## src/rtl/core/bba_pkg.sv

```systemverilog
// bba_pkg: shared types and codes of the bitmap block allocator
// no dependencies; used by bba_scan and bitmap_block_allocator
package bba_pkg;

    localparam int IDX_FIELD_W = 12;
    localparam int CNT_FIELD_W = 13;
    localparam int CMD_FIELD_W = 1;
    localparam int STS_FIELD_W = 2;

    localparam logic [CNT_FIELD_W-1:0] TOTAL_RESET = 13'd4096;

    localparam logic [CMD_FIELD_W-1:0] CMD_ALLOC = 1'b0;
    localparam logic [CMD_FIELD_W-1:0] CMD_FREE  = 1'b1;

    localparam logic [STS_FIELD_W-1:0] STS_OK          = 2'd0;
    localparam logic [STS_FIELD_W-1:0] STS_FULL        = 2'd1;
    localparam logic [STS_FIELD_W-1:0] STS_DOUBLE_FREE = 2'd2;
    localparam logic [STS_FIELD_W-1:0] STS_RANGE       = 2'd3;

    typedef struct packed {
        logic [CMD_FIELD_W-1:0] command;
        logic [IDX_FIELD_W-1:0] block_index;
    } req_beat_t;

    typedef struct packed {
        logic [STS_FIELD_W-1:0] status;
        logic [IDX_FIELD_W-1:0] result_index;
        logic [CNT_FIELD_W-1:0] free_blocks;
    } rsp_beat_t;

    // outcome of one word search
    typedef struct packed {
        logic found;
        logic last;
    } scan_flags_t;

endpackage

```

## src/rtl/core/bba_scan.sv

```systemverilog
// bba_scan: lowest clear bit of one bitmap word, limited to indices below the total
// depends on bba_pkg
module bba_scan #(
    parameter int SCAN_WIDTH = 32,
    parameter int LW         = 13
) (
    input  logic [SCAN_WIDTH-1:0]         word,
    input  logic [LW-1:0]                 base,
    input  logic [LW-1:0]                 lim,
    output logic [$clog2(SCAN_WIDTH)-1:0] pos,
    output bba_pkg::scan_flags_t          flags
);

    localparam int BIT_W = $clog2(SCAN_WIDTH);

    logic [LW-1:0]         rem;
    logic                  any_left;
    logic [SCAN_WIDTH-1:0] in_range;
    logic [SCAN_WIDTH-1:0] avail;

    always_comb
    begin
        any_left = lim > base;
        rem      = lim - base;
        for (int b = 0; b < SCAN_WIDTH; b++)
        begin
            in_range[b] = any_left && (LW'(b) < rem);
        end
        avail = ~word & in_range;

        // priority encoder, lowest bit wins
        pos = '0;
        for (int b = SCAN_WIDTH - 1; b >= 0; b--)
        begin
            if (avail[b])
            begin
                pos = BIT_W'(b);
            end
        end

        flags.found = |avail;
        flags.last  = (base + LW'(SCAN_WIDTH)) >= lim;
    end

endmodule

```

## config.mk

```make
export PLATFORM = sky130hd
export DESIGN_NAME = bba_scan
export DESIGN_NICKNAME = d
export VERILOG_FILES = /design/src/rtl/core/bba_pkg.sv /design/src/rtl/core/bba_scan.sv
export SDC_FILE = /design/constraint.sdc
export NUM_CORES = 1
export LEC_CHECK = 0
export ABC_AREA = 1
export BUFFER_PORTS_ARGS = -buffer_cell sky130_fd_sc_hd__buf_2
export CAP_MARGIN = 20
export CORE_UTILIZATION = 43
export DETAILED_ROUTE_END_ITERATION = 16
export GPL_ROUTABILITY_DRIVEN = 0
export PLACE_DENSITY = 0.71
export SLEW_MARGIN = 20
export SYNTH_ARGS = -nofsm -noshare
export SYNTH_HDL_FRONTEND = slang
export SYNTH_SLANG_ARGS = --single-unit
```

## constraint.sdc

```tcl
create_clock -name vclk -period 5.65
set_input_delay 1.4125 -clock vclk [all_inputs]
set_output_delay 1.4125 -clock vclk [all_outputs]
set_load 0.01 [all_outputs]
```

**Yosys cells after proc, flatten, opt, wreduce, memory -nomap -nowiden**

Index checks and enable logic that the tools add are counted.
W data, S select, Z words.

- Word-level logic and storage cells: 103
- Register bits: 0
- Output and inout bits: 7

- Reduce and logical (&&, ||, !) cells: 33
- Bitwise operators: 2
- Muxes and demuxes: 32
- $lt $le $gt $ge: 34
- $add $sub $neg: 2

Operators with widths:

| operator | number |
|---|---|
| $lt A5 B13 Y1 const A | 16 |
| $mux W5 | 32 |
| $lt A4 B13 Y1 const A | 8 |
| $lt A3 B13 Y1 const A | 4 |
| $and A32 B32 Y32 | 1 |
| $logic_and A1 B1 Y1 | 32 |
| $not A32 Y32 | 1 |
| $reduce_or A32 Y1 | 1 |
| $lt A1 B13 Y1 const A | 2 |
| $lt A2 B13 Y1 const A | 2 |
| $add A13 B6 Y13 const B | 1 |
| $ge A13 B13 Y1 | 1 |
| $gt A13 B13 Y1 | 1 |
| $sub A13 B13 Y13 | 1 |

**Longest topological paths before layout**

Gate-level depths: netlist (run 1).

- Depth after elaboration: 36
- Mapped depth: 46
- Mapped depth without buffers: 45

**Worst setup path before layout (run 1)**

Ideal clock, no wire load.

- Path type: input to output
- Start point: input lim[0]
- End point: output pos[0]
- Setup slack: -0.194 ns
- Buffers on the path: 0
- Stages on the path: 40
- Data required time: 4.238 ns
- Arrival: 4.432 ns
- Cells stage by stage: inv_1 -> ha_1 -> fa_1 -> inv_1 -> nand2_1 -> nand2_1 -> and2_2 -> xor2_2 -> inv_2 -> nor2_4 -> inv_2 -> o21ai_0 -> nand3b_1 -> nand2_1 -> nand2_1 -> nand2_1 -> nand2_1 -> nand2_1 -> (+4 left out) -> nand2_1 -> nand2_1 -> nand2_1 -> nand2_1 -> nand2_1 -> nand2_1 -> nand2_1 -> nand2_1 -> nand2_1 -> nand2_1 -> nand2_1 -> nand2_1 -> nand2_1 -> nand2_1 -> nand2_1 -> nand2_1 -> nand2_1 -> a21oi_2

- Cells in the longest elaborated chain, start to end: 36

Ends and longest elaborated chain:

| item | RTL line | RTL |
|---|---|---|
| start: declaration | bba_scan.sv:9 | `input logic [LW-1:0] lim,` |
| $sub A13 B13 Y13 | bba_scan.sv:24 | `rem = lim - base;` |
| $lt A5 B13 Y1 | bba_scan.sv:27 | `in_range[b] = any_left && (LW'(b) < rem);` |
| $logic_and A1 B1 Y1 | bba_scan.sv:27 |  |
| $and A32 B32 Y32 * | bba_scan.sv:29 | `avail = ~word & in_range;` |
| $mux W5 (31 in a row) | bba_scan.sv:35 | `if (avail[b])` |
| $mux W5 * | bba_scan.sv:35 |  |
| end: declaration | bba_scan.sv:10 | `output logic [$clog2(SCAN_WIDTH)-1:0] pos,` |

Every way passes the cells marked *; elsewhere a longest branch is shown, timed or not.

**Worst setup path in the final report (run 1)**

- Start point: input base[0]
- End point: output pos[0]

- Cells in the longest elaborated chain, start to end: 36

Ends and longest elaborated chain:

| item | RTL line | RTL |
|---|---|---|
| start: declaration | bba_scan.sv:8 | `input logic [LW-1:0] base,` |
| $sub A13 B13 Y13 | bba_scan.sv:24 |  |
| $lt A5 B13 Y1 | bba_scan.sv:27 |  |
| $logic_and A1 B1 Y1 | bba_scan.sv:27 |  |
| $and A32 B32 Y32 * | bba_scan.sv:29 |  |
| $mux W5 (31 in a row) | bba_scan.sv:35 |  |
| $mux W5 * | bba_scan.sv:35 |  |

Marked as above.

==> results of run 1 <==
## per-layer routing
| metal | GRT usage [%] | up-vias |
|---|---|---|
| met5 | 0 | - |
| met3 | 1.220 | 13 |
| li1 | - | 1685 |
| met2 | 52.93 | 92 |
| met1 | 30.64 | 1496 |
| met4 | 3.846 | 0 |
## through the flow
step	instances	instance area (um2)	hold slack (ns)
2_1_floorplan	433	2251	3.007
3_3_place_gp	643	3256	3.197
3_5_place_dp	643	3256	3.211
4_1_cts	652	3516	3.221
5_1_grt	654	3732	3.241
6_report	654	3732	3.229
## logic make-up (layout without fill, tap and decap cells)
family,Yosys count,count (layout),synth area share [%]
AO/OA/AOI/OAI,52,52,15.17
XOR/XNOR,9,9,4.197
adder cells (fa/ha/maj),28,28,16.00
buffers and inverters,95,249,16.17
AND/OR/NAND/NOR,249,249,48.46
## worst max-delay path, delay by kind of cell
kind,cells,cell delay [ns]
and+or+nand+nor,37,2.35
adders and majority gates,2,0.50
buffers and inverters,4,0.43
AOI/OAI and AO/OA,1,0.05
## layout make-up
cell class	count	area, um2	area share, %
Timing Repair Buffer	158	1070	28.66
Tap cell	67	83.83	2.246
Multi-Input combinational cell	338	2232	59.81
Inverter	91	346.6	9.286
## Yosys cell counts, types with 2 or more instances
| cell | count |
|---|---|
| o21ai_0 | 10 |
| nand3_1 | 21 |
| or2_2 | 2 |
| nand2_1 | 135 |
| clkbuf_1 | 2 |
| nor4_1 | 2 |
| a211oi_1 | 3 |
| inv_2 | 9 |
| ha_1 | 27 |
| a21o_1 | 2 |
| or3_1 | 2 |
| o311ai_0 | 2 |
| a21oi_1 | 15 |
| nand3b_1 | 12 |
| o21bai_1 | 4 |
| clkinv_1 | 2 |
| xor2_2 | 2 |
| a31oi_1 | 3 |
| o211ai_1 | 4 |
| xor2_1 | 6 |
| a211o_1 | 3 |
| nor2_1 | 49 |
| nor3_1 | 10 |
| inv_1 | 80 |
| nand4_1 | 11 |
## power by group
group	internal (mW)	total (mW)	leakage (nW)	switching, mW
Combinational	0.217	0.472	2.16	0.255
Clock	0	0	0	0
Sequential	0	0	0	0
Total	0.217	0.472	2.16	0.255
## worst min path at each step
stage | start | to | cells past startpoint
global placement | word[1] | pos[0] | 4
global route | word[1] | pos[0] | 4
detailed placement | word[1] | pos[0] | 4
finish | word[1] | pos[0] | 4
floorplan | word[1] | pos[0] | 2
CTS | word[1] | pos[0] | 4
## repair_timing
item | CTS | global route
hold buffers | 0 | 0
setup endpoints to repair | 6 | 6
cloned | 0 | 0
buffers inserted | 9 | 2
gates resized for setup | 52 | 44
pin swaps | 27 | 30
==> flow_metrics.tcl, run 1 <==
set metrics [dict create \
    diodes 0 \
    hold_viol_final 0 \
    powerDensity_nw_per_um2 126.4 \
    via_per_inst 5.024 \
    outcome "finished, violations left" \
    worst_slew_pin_slew_ns 0.4637 \
    leakage_nw 2.158 \
    synthesis.nets 519 \
    start_kind "primary input" \
    power_mw 0.4716 \
    drc 0 \
    grt_max_degree 9 \
    start_util_pct 46.12 \
    die_h_um 74.11 \
    die_area_um2 5492 \
    synth_area_leaders "nand2_1, ha_1, inv_1, nor2_1, nand3_1" \
    hold_class "primary input to primary output" \
    arrival_ns 4.78 \
    grt_pass1_wl_um 11930 \
    rows 25 \
    dpl.hpwl_um 6029 \
    setup_violations 6 \
    violations "setup timing" \
    portBuffers 65 \
    fillCellCount 348 \
    timing.final.crit_share_pct 109.6 \
    grt_pass1_vias 2962 \
    dpl_worst_slack_ns -0.5979 \
    netlist_instances 433 \
    wl_met2_um 4086 \
    postRouteAntennaNets 0 \
    drv_slew 0 \
    maxSlewHeadroom_pct 68.85 \
    fin_crit_ns 6.193 \
    ys_seq_area_share_pct 0 \
    ir_drop_v 0.00006091 \
    ys_warn_count 0 \
    path_class "primary input to primary output" \
    yosysTopAreaCellShare_pct 22.66 \
    final_common_cell "nand2_1" \
    fmax_mhz 161.5 \
    yosysUniqueCellTypes 40 \
    slowest_delay_ns 0.35 \
    io_pins 65 \
    regArea_um2 0 \
    drt_pass1_iterations 4 \
    cp_slowest_cell "fa_2" \
    grt-ovfl-total 0 \
    layout_common_cells "nand2_1, buf_4, inv_1, buf_2, nor2_1" \
    cp.required_ns 4.24 \
    design.core.area_um2 4848 \
    vias 3286 \
    cap_viol_max_count 0 \
    fin_ws_ns -0.5434 \
    drt_iter0_markers 182 \
    routed.top_layer "met4" \
    cpMostUsedCell "nand2_1" \
    synth_area_per_cell_um2 5.164 \
    drive_above_1_share_pct 42.25 \
    yosysTopAreaCell "nand2_1" \
    dr_wl_met3_um 250 \
    num-clock-buffers 0 \
    critPathLaunch "base[0]" \
    finalSetupTns_ns -1.981 \
    final_core_util_pct 76.98 \
    track_usage_pct 26.26 \
    antenna_found_initial 0 \
    met1_length_um 3266 \
    seq_cell_count 0 \
    cp_max_fo 3 \
    rsz0062_at_grt "true" \
    area_growth_pct 66.93 \
    routed_wl_um 7715 \
    wl_per_cell_um 11.80 \
    die_width_um 74.11 \
    cp-end-kind "primary output" \
    cp-endpoint "pos[0]" \
    syn_area_um2 2236 \
    nets 675 \
]
Note: power is estimated with default switching activity, not from simulation.
==> inputs of run 2 (changes only) <==
ABC_AREA = 0   (was 1)
PLACE_DENSITY = 0.67   (was 0.71)
clock period = 7 ns   (was 5.65 ns; I/O delays follow)
==> run 2 against run 1 <==
  * The run now ends clean
  * Hold slack better by 0.76 ns
  * Non-clock buffer count down 65
  * Via count down 0.88%
  * Utilization down 21 points
  * Setup slack better by 0.69 ns
  * Sequential share of layout area unchanged
  * Flip-flop and latch count unchanged
  * Routed wire length up 5.3%
  * First-iteration DRC count up 70%
  * Critical path depth down 29
  * Critical endpoint is now pos[2]
  * Largest cell class unchanged
==> flow_metrics.tcl, run 2 <==
set metrics [dict create \
    cap_viol_max_count 0 \
    synthesis.nets 471 \
    synth_area_leaders "ha_1, nand2_1, a21oi_1, inv_1, o21ai_0" \
    netlist_instances 385 \
    arrival_ns 5.10 \
    antenna_found_initial 0 \
    drive_above_1_share_pct 25.22 \
    regArea_um2 0 \
    dr_wl_met3_um 685 \
    slowest_delay_ns 0.47 \
    routed_wl_um 8127 \
    hold_viol_final 0 \
    fin_crit_ns 6.852 \
    yosysUniqueCellTypes 59 \
    die_h_um 77.94 \
    rows 27 \
    ir_drop_v 0.00007150 \
    synth_area_per_cell_um2 6.441 \
    start_util_pct 44.76 \
    fmax_mhz 146.0 \
    ys_warn_count 0 \
    cp_slowest_cell "or4_1" \
    cp_max_fo 13 \
    portBuffers 65 \
    grt-ovfl-total 0 \
    path_cells "buf_2 > inv_1 > ha_1 > and2_1 > or4_1 > o211a_1 > or3_4 > buf_4 > and3_1 > a211oi_1 > a21oi_1 > a211oi_1 > a211oi_1 > o31ai_1 > buf_2" \
    drt_pass1_iterations 4 \
    layout_common_cells "buf_2, nand2_1, inv_1, nor2_1, ha_1" \
    drv_slew 0 \
    path_class "primary input to primary output" \
    final_area_um2 3128 \
    dpl_worst_slack_ns -0.01947 \
    maxSlewHeadroom_pct 53.72 \
    design.core.area_um2 5540 \
    die_width_um 77.94 \
    drt_iter0_markers 310 \
    worst_slew_pin_slew_ns 0.6925 \
    leakage_nw 1.497 \
    grt_max_degree 31 \
    yosysTopAreaCellShare_pct 13.62 \
    synth_most_common_cell "nand2_1" \
    timing.final.crit_share_pct 97.88 \
    io_pins 65 \
    yosysTopAreaCell "ha_1" \
    nets 548 \
    power_mw 0.3405 \
    fin_ws_ns 0.1484 \
    diodes 0 \
    seq_cell_count 0 \
    die_area_um2 6075 \
    synthTopCellsByCount "nand2_1, inv_1, a21oi_1, nor2_1, ha_1" \
    powerDensity_nw_per_um2 108.9 \
    met1_length_um 3708 \
    wl_per_cell_um 15.28 \
    outcome "finished clean" \
    drc 0 \
    cp-end-kind "primary output" \
    hold_class "primary input to primary output" \
    final_common_cell "buf_2" \
    area_growth_pct 26.14 \
    hold-worst-slack_ns 3.987 \
    vias 3257 \
    routed.top_layer "met4" \
    setup_violations 0 \
    via_per_inst 6.122 \
    cp.required_ns 5.25 \
    finalSetupTns_ns 0 \
    grt_pass1_wl_um 12900 \
    cpMostUsedCell "a211oi_1" \
    num-clock-buffers 0 \
    ys_seq_area_share_pct 0 \
    track_usage_pct 25.31 \
    dpl-instance-area_um2 3018 \
    grt_pass1_vias 2905 \
    syn_area_um2 2480 \
    dpl.hpwl_um 6457 \
    postRouteAntennaNets 0 \
    wl_met2_um 3596 \
    start_kind "primary input" \
]
run 2: logic make-up after synthesis:
kind of cell               count (synthesis)  share of synthesized area, %
AOI/OAI and AO/OA                        137                         39.71
xor gates and xnor gates                  14                         4.945
adders and majority gates                 28                         14.43
buffers and inverters                     51                         8.123
muxes                                      1                        0.4036
and+or+nand+nor                          154                         32.39
run 2: critical path, delay by kind of cell:
family | cells | cell delay, ns
compound gates | 6 | 1.25
buf+inv | 4 | 0.54
fa+ha+maj | 1 | 0.38
simple gates | 4 | 1.18
run 2: through the flow:
| stage | std cells | util (%) |
|---|---|---|
| 3_5_place_dp | 529 | 54.47 |
| 4_1_cts | 529 | 54.56 |
| 6_report | 532 | 56.46 |
| 5_1_grt | 532 | 56.46 |
| 3_3_place_gp | 529 | 54.47 |
| 2_1_floorplan | 385 | - |
run 2: per-layer routing:
layer	vias up	global-route usage (%)
met5	-	0
met4	0	3.889
met3	19	2.118
met2	173	41.59
met1	1462	36.21
li1	1603	-
run 2: power by group:
group | total [mW] | switching [mW] | leakage [nW] | internal (mW)
Combinational | 0.341 | 0.201 | 1.50 | 0.139
Sequential | 0 | 0 | 0 | 0
Clock | 0 | 0 | 0 | 0
Total | 0.341 | 0.201 | 1.50 | 0.139
run 2: area by class of cell:
type / instances / area, um2
fill: 594 / 2412
multi-input combinational: 334 / 2365
timing repair buffer: 93 / 549.3
inverter: 33 / 123.9
tap: 72 / 90.09
run 2: timing repair:
| item | in CTS | in global routing |
|---|---|---|
| resized for setup | 1 | 22 |
| pin swaps | 0 | 6 |
| buffers inserted | 0 | 2 |
| cloned | 0 | 1 |
| hold buffers | 0 | 0 |
| setup endpoints to repair | 4 | 6 |
run 2: path summary, 6_finish.rpt:
check / startpoint / endpoint / slack (ns) / cells after the start
min: lim[12] / flags[0] / 3.99 / 5
max: base[7] / pos[2] / 0.15 / 15
